File: src/rtl/core/sowl_pkg.sv
// shared types and constants for the sort block with skip and limit
package sowl_pkg;

  // configuration register layout
  localparam int unsigned CFG_W     = 7;
  localparam int unsigned CFG_IDX_W = 2;
  // width for count arithmetic, one bit above the register width
  localparam int unsigned ARITH_W   = CFG_W + 1;

  localparam logic [CFG_IDX_W-1:0] CFG_IDX_NO_LIMIT    = 2'd0;
  localparam logic [CFG_IDX_W-1:0] CFG_IDX_LIMIT_COUNT = 2'd1;
  localparam logic [CFG_IDX_W-1:0] CFG_IDX_SKIP_COUNT  = 2'd2;

  localparam logic             NO_LIMIT_RST    = 1'b1;
  localparam logic [CFG_W-1:0] LIMIT_COUNT_RST = 7'd64;
  localparam logic [CFG_W-1:0] SKIP_COUNT_RST  = 7'd0;

  // command broadcast to every cell of the chain
  typedef enum logic [1:0] {
    CMD_HOLD   = 2'd0,
    CMD_INSERT = 2'd1,
    CMD_POP    = 2'd2,
    CMD_FLUSH  = 2'd3
  } cell_cmd_t;

  // control states, one-hot
  typedef enum logic [1:0] {
    ST_LOAD  = 2'b01,
    ST_DRAIN = 2'b10
  } ctrl_state_t;

endpackage

File: src/rtl/core/sowl_cell.sv
// one cell of the sorted insertion chain: holds one record
module sowl_cell #(
  parameter int unsigned KEY_WIDTH     = 32,
  parameter int unsigned PAYLOAD_WIDTH = 16
) (
  input  logic                     clk,
  input  logic                     rst_n,
  input  sowl_pkg::cell_cmd_t      cmd,
  input  logic [KEY_WIDTH-1:0]     new_key,
  input  logic [PAYLOAD_WIDTH-1:0] new_payload,
  // neighbor toward the head (smaller keys)
  input  logic                     up_gt,
  input  logic                     up_valid,
  input  logic [KEY_WIDTH-1:0]     up_key,
  input  logic [PAYLOAD_WIDTH-1:0] up_payload,
  // neighbor toward the tail (larger keys)
  input  logic                     dn_valid,
  input  logic [KEY_WIDTH-1:0]     dn_key,
  input  logic [PAYLOAD_WIDTH-1:0] dn_payload,
  output logic                     gt,
  output logic                     valid,
  output logic [KEY_WIDTH-1:0]     key,
  output logic [PAYLOAD_WIDTH-1:0] payload
);
  import sowl_pkg::*;

  logic                     valid_r, valid_nxt;
  logic [KEY_WIDTH-1:0]     key_r, key_nxt;
  logic [PAYLOAD_WIDTH-1:0] payload_r, payload_nxt;

  // empty cells sort after everything; strict compare keeps equal keys in arrival order
  assign gt = !valid_r || (key_r > new_key);

  // next contents of the cell
  always_comb begin
    valid_nxt   = valid_r;
    key_nxt     = key_r;
    payload_nxt = payload_r;
    case (cmd)
      CMD_INSERT: begin
        if (gt) begin
          if (up_gt) begin
            valid_nxt   = up_valid;
            key_nxt     = up_key;
            payload_nxt = up_payload;
          end else begin
            valid_nxt   = 1'b1;
            key_nxt     = new_key;
            payload_nxt = new_payload;
          end
        end
      end
      CMD_POP: begin
        valid_nxt   = dn_valid;
        key_nxt     = dn_key;
        payload_nxt = dn_payload;
      end
      CMD_FLUSH: begin
        valid_nxt = 1'b0;
      end
      default: begin
        valid_nxt = valid_r;
      end
    endcase
  end

  // occupancy flag
  always_ff @(posedge clk) begin
    if (!rst_n) begin
      valid_r <= 1'b0;
    end else begin
      valid_r <= valid_nxt;
    end
  end

  // record contents
  always_ff @(posedge clk) begin
    key_r     <= key_nxt;
    payload_r <= payload_nxt;
  end

  assign valid   = valid_r;
  assign key     = key_r;
  assign payload = payload_r;

endmodule

File: config.mk
export PLATFORM = sky130hd
export DESIGN_NAME = sowl_cell
export DESIGN_NICKNAME = d
export VERILOG_FILES = /design/src/rtl/core/sowl_pkg.sv /design/src/rtl/core/sowl_cell.sv
export SDC_FILE = /design/constraint.sdc
export NUM_CORES = 1
export LEC_CHECK = 0
export BUFFER_PORTS_ARGS = -buffer_cell sky130_fd_sc_hd__buf_2
export CAP_MARGIN = 30
export CORE_ASPECT_RATIO = 1.4
export CORE_MARGIN = 5
export CORE_UTILIZATION = 45
export CTS_BUF_LIST = sky130_fd_sc_hd__clkbuf_8
export DETAILED_ROUTE_END_ITERATION = 6
export GPL_TIMING_DRIVEN = 0
export PLACE_DENSITY = 0.83
export SYNTH_ARGS = -nofsm -noshare
export SYNTH_HDL_FRONTEND = slang
export SYNTH_SLANG_ARGS = --single-unit
File: constraint.sdc
create_clock -name clk -period 5.7 [get_ports clk]
set_input_delay 0.57 -clock clk [delete_from_list [all_inputs] [get_ports clk]]
set_output_delay 0.57 -clock clk [all_outputs]
set_load 0.02 [all_outputs]
==> results of run 1 <==
## stage by stage
stage          setup WS, ns  hold WS (ns)  cell area [um2]  power [mW]  instances
2_1_floorplan          1.31         0.701             3340       0.630        335
3_3_place_gp          0.149         0.705             4460       0.744        631
3_5_place_dp           2.54         0.758             4490       0.758        632
4_1_cts                2.61         0.520             4600        1.01        640
5_1_grt                2.49         0.501             4600        1.05        640
6_report               2.64         0.524             4600       0.996        640
## final cells by class
class	count	share of cell area, %
sequential	49	31.7
timing repair buffer	200	22.1
clock inverter	3	0.897
inverter	34	2.77
tap	97	2.64
clock buffer	5	1.49
multi-input combinational	235	36.8
buffer	17	1.55
## synthesized netlist by cell type, types with 2 or more instances
| cell | count | area [um2] |
|---|---|---|
| nand2b_1 | 2 | 12.5 |
| ha_1 | 32 | 400 |
| a21o_1 | 2 | 15.0 |
| a21oi_1 | 14 | 70.1 |
| buf_2 | 6 | 30.0 |
| nand4_1 | 5 | 31.3 |
| mux2i_1 | 48 | 480 |
| edfxtp_1 | 48 | 1440 |
| o21ai_0 | 52 | 260 |
| clkbuf_1 | 11 | 41.3 |
| inv_1 | 34 | 128 |
| nand2_1 | 55 | 206 |
| nand3_1 | 5 | 25.0 |
| nor2_1 | 3 | 11.3 |
## logic make-up (layout without fill, tap and decap cells)
kind of cell               count (synthesis)  count (layout)  share of synthesized area (%)
adders and majority gates                 32              32                           12.0
muxes                                     48              48                           14.4
AOI/OAI and AO/OA                         78              78                           13.2
and+or+nand+nor                           77              77                           10.8
DFF                                       49              49                           43.7
buffers and inverters                     51             259                           5.95
## power groups by stage
stage / Clock, mW / Sequential, mW / Combinational, mW
2_1_floorplan: 0 / 0.507 / 0.123
3_3_place_gp: 0 / 0.466 / 0.279
3_5_place_dp: 0 / 0.464 / 0.293
4_1_cts: 0.254 / 0.456 / 0.295
5_1_grt: 0.271 / 0.459 / 0.323
6_report: 0.249 / 0.456 / 0.291
## per-layer routing
layer  GRT usage, %  part of all wire, %  wire length, um
met3           4.22                  5.9              593
met1           22.0                   37             3670
met2           40.0                   55             5510
met4           8.18                  2.6              263
met5              0                    0                0
## final timing paths
check	startpoint	end	slack, ns	cells past startpoint
hold reg to reg	valid	valid	0.77	2
setup / recovery	key[3]	gt	2.64	7
setup reg to reg	key[1]	payload[6]	2.86	8
hold / removal	rst_n	valid	0.52	2
## registers in the layout (all words and copies together) (netlist names)
register / cells
payload: 16
valid: 1
key: 32
==> results.json, run 1 <==
{
  "status": "finished, final reports clean",
  "antenna_found_initial": 0,
  "first_pass_iters": 4,
  "crit_fanout": 3,
  "multiInputGateArea_um2": 1700,
  "avgRoutedWirePerCell_um": 15.7,
  "hold_buffers": 0,
  "end_kind": "output port",
  "grt_overflow": 0,
  "layout_commonest_cell": "buf_2",
  "pwr-share-clk_pct": 25.0,
  "postCtsSetupBuffers": 0,
  "cts_tree": "built",
  "worst_slew_pin_slew_ns": 0.730,
  "setup_tns_ns": 0,
  "drt_wl_total_um": 10000,
  "synth_edf_count": 48,
  "synthCells": 335,
  "synth-main-ff-cell": "edfxtp_1",
  "die_h_um": 112,
  "drt_iter0_markers": 100,
  "yosys_warnings": 0,
  "grt_util_all_layers_pct": 20.9,
  "fin_crit_ns": 3.06,
  "cts-root-buf": "clkbuf_8",
  "ir_drop_uv": 141,
  "vias_per_cell": 5.19,
  "clkTransAtPathRegs_ns": 0.09,
  "power.leakage_nw": 2.33,
  "clk_latency_ns": 0.30,
  "initial_core_util_pct": 45.7,
  "numCtsBuffers": 5,
  "hp-class": "in -> reg",
  "finalNetCount": 725,
  "die_w_um": 82.9,
  "cpPeakStageDelay_ns": 0.56,
  "syn_area_um2": 3340,
  "clockBufferDepth": 2,
  "critPathKind": "reg -> out",
  "p_int_uw": 693,
  "async_reset_ff_share_pct": 0,
  "switchingPower_uw": 303,
  "drc_errors": 0,
  "combPwrFrac_pct": 29.3,
  "cts_resized": 0,
  "io_pins": 201,
  "p_sw_share_pct": 30.4,
  "yosys_register_bits": 49,
  "fp-row-count": 37,
  "drv_cap": 0,
  "seqPwrFrac_pct": 45.8,
  "dr_total_vias": 3321,
  "finish.utilization_pct": 62.9,
  "crit_buf_inv": 2,
  "final_layout_size_suffix_gt1_share_pct": 40.7,
  "portBuffers": 199,
  "fmax_mhz": 327,
  "crit_required_ns": 5.13,
  "antenna_cells": 0,
  "crit_arrival_ns": 2.49,
  "slowest_stage": "nor4_1",
  "slew_headroom_pct": 51.2,
  "antenna_left": 0,
  "regArea_um2": 1460,
  "path_delay_family": "simple AND/OR/NAND/NOR gates",
  "core-area_um2": 7310,
  "grt_pass1_wl_um": 16000,
  "grt_max_degree": 28,
  "fillers": 648,
  "setup_viol": 0,
  "dpl.hpwl_um": 8400,
  "cts.sinks": 49,
  "first_global_vias": 3552,
  "crit_path_start_kind": "flop",
  "power-per-cell-area_nw_per_um2": 216,
  "synth.distinct_cells": 32,
  "cts_max_level": 2,
  "ys_seq_area_share_pct": 43.7,
  "dieArea_um2": 9280,
  "syn_to_final_growth_pct": 37.6,
  "post-route-period-util_pct": 53.6,
  "skew_ns": 0.00769,
  "hold_viol": 0,
  "drv_slew": 0,
  "synth_area_per_cell_um2": 9.98,
  "syn-num-nets": 518,
  "final_cell_mix": "buf_2 (205), nand2_1 (55), o21ai_0 (52)",
  "place_congestion": 0.865,
  "rsz0062_at_grt": "false",
  "cp_cell_sequence": "ha_1 > nand4_1 > nor4_1 > nand3_1 > a22oi_2 > inv_1 > buf_2"
}
No activity file was read; power rests on OpenSTA's default activity.
==> run 2, diff against run 1 <==
- CORE_UTILIZATION: 45 -> 41
- PLACE_DENSITY: 0.83 -> 0.79
- clock period: 5.7 -> 2.75 ns (I/O delays scaled with it)
==> run 2 against run 1 <==
- flip-flop and latch count unchanged
- clock-buffer cell count unchanged
- via count down 1.5%
- sequential power up 110%
- first-iteration DRC count down 10%
- die area up 8.7%
- clock skew up 0.0011 ns
- utilization down 4.7 points
- critical endpoint unchanged
- largest cell class unchanged
==> results.json, run 2 (same netlist as run 1, synthesis figures left out) <==
{
  "rsz0062_at_grt": "false",
  "largest_reg_flops": 32,
  "dr_total_vias": 3270,
  "drv_cap": 0,
  "cts-root-buf": "clkbuf_8",
  "crit_arrival_ns": 2.30,
  "clockBufferDepth": 2,
  "initial_core_util_pct": 41.5,
  "cts_max_level": 2,
  "final_layout_size_suffix_gt1_share_pct": 42.0,
  "setup_viol": 0,
  "final_cell_mix": "buf_2 (205), nand2_1 (55), o21ai_0 (52)",
  "drc_errors": 0,
  "numCtsBuffers": 5,
  "dieArea_um2": 10100,
  "power-per-cell-area_nw_per_um2": 426,
  "drt_wl_total_um": 10200,
  "crit_required_ns": 2.48,
  "setup_tns_ns": 0,
  "fin_ws_ns": 0.178,
  "dpl.hpwl_um": 8420,
  "vias_per_cell": 5.03,
  "hp-class": "in -> reg",
  "end_kind": "output port",
  "crit_fanout": 2,
  "hold_viol": 0,
  "grt_overflow": 0,
  "antenna_left": 0,
  "hold_buffers": 0,
  "drv_slew": 0,
  "slew_headroom_pct": 63.2,
  "status": "finished, final reports clean",
  "portBuffers": 199,
  "slowest_stage": "edfxtp_1",
  "syn_to_final_growth_pct": 40.1,
  "core-area_um2": 8050,
  "fin_crit_ns": 2.57,
  "skew_ns": 0.00880,
  "cts_tree": "built",
  "place_ws_ns": -0.223,
  "cp_cell_sequence": "ha_1 > nand2_1 > o21ai_0 > a221o_1 > a211o_1 > a22oi_2 > inv_1 > buf_2",
  "finish.utilization_pct": 58.2,
  "critPathKind": "reg -> out",
  "first_global_vias": 3308,
  "avgRoutedWirePerCell_um": 15.6,
  "first_pass_iters": 4,
  "antenna_found_initial": 0,
  "grt_pass1_wl_um": 15400,
  "grt_max_degree": 23,
  "clk_latency_ns": 0.30,
  "antenna_cells": 0,
  "crit_path_start_kind": "flop",
  "post-route-period-util_pct": 93.5,
  "whs_ns": 0.213,
  "drt_iter0_markers": 90,
  "die_h_um": 117,
  "power.leakage_nw": 2.36,
  "finalNetCount": 730,
  "die_w_um": 86.3,
  "grt_util_all_layers_pct": 19.6,
  "wl_met1_um": 3650,
  "cpPeakStageDelay_ns": 0.41,
  "fmax_mhz": 389,
  "io_pins": 201,
  "met3_length_um": 753,
  "worst_slew_pin_slew_ns": 0.552,
  "fp-row-count": 39,
  "layout_commonest_cell": "buf_2",
  "ir_drop_uv": 345,
  "power_mw": 2.00,
  "wl_met2_um": 5650,
  "cts.sinks": 49,
  "clkTransAtPathRegs_ns": 0.09,
  "place_congestion": 0.838,
  "topRoutingLayerUsed": "met4"
}
[run 2: cell count changes in the layout (fill, tap and decap cells not counted), moves of 2 or more]
cell and change:
ha_4 +2, clkinv_2 +2, buf_4 +3, ha_1 -2
[run 2: per-layer routing]
layer  track usage, %  up-vias
li1                 -     1630
met5                0        -
met1             21.5     1512
met3             4.62       10
met4             4.78        0
met2             37.4      118
[run 2: per-stage QoR]
stage               instances  area, um2
floorplan                 335       3380
detailed placement        637       4530
CTS                       649       4670
finish                    650       4690
global route              650       4690
global placement          636       4500
[run 2: where the power goes]
group	total [mW]	switching [mW]	internal, mW
logic	0.635	0.358	0.277
registers	0.947	0.0335	0.914
clock network	0.415	0.241	0.173
total	2.00	0.633	1.36
[run 2: final timing paths]
kind                            startpoint       to  slack, ns  cells after the start
worst min register to register       valid    valid       0.83                      2
worst max register to register      key[1]  key[13]       0.23                      8
worst min-delay path                 rst_n    valid       0.21                      2
worst max-delay path               key[23]       gt       0.18                      8
[run 2: critical path, delay by kind of cell (launching register included)]
| kind | cells | cell delay [ns] |
|---|---|---|
| adders and majority gates | 1 | 0.31 |
| and+or+nand+nor | 1 | 0.14 |
| DFF | 1 | 0.41 |
| buffers and inverters | 2 | 0.24 |
| AOI/OAI and AO/OA | 4 | 0.90 |
[run 2: what timing repair did]
action                     4_1_cts  5_1_grt
buffers inserted                 3        1
resized for setup                2        1
setup endpoints to repair       49       14
pin swaps                        2        2
cloned                           1        0
[run 2: area by class of cell]
type / instances / area (um2)
repair buffers: 204 / 1070
fillers: 732 / 3370
well taps: 102 / 128
clock buffers: 5 / 68.8
clock inverters: 3 / 13.8
plain buffers: 17 / 71.3
flip-flops and latches: 49 / 1460
multi-input cells: 236 / 1750
inverters: 34 / 128
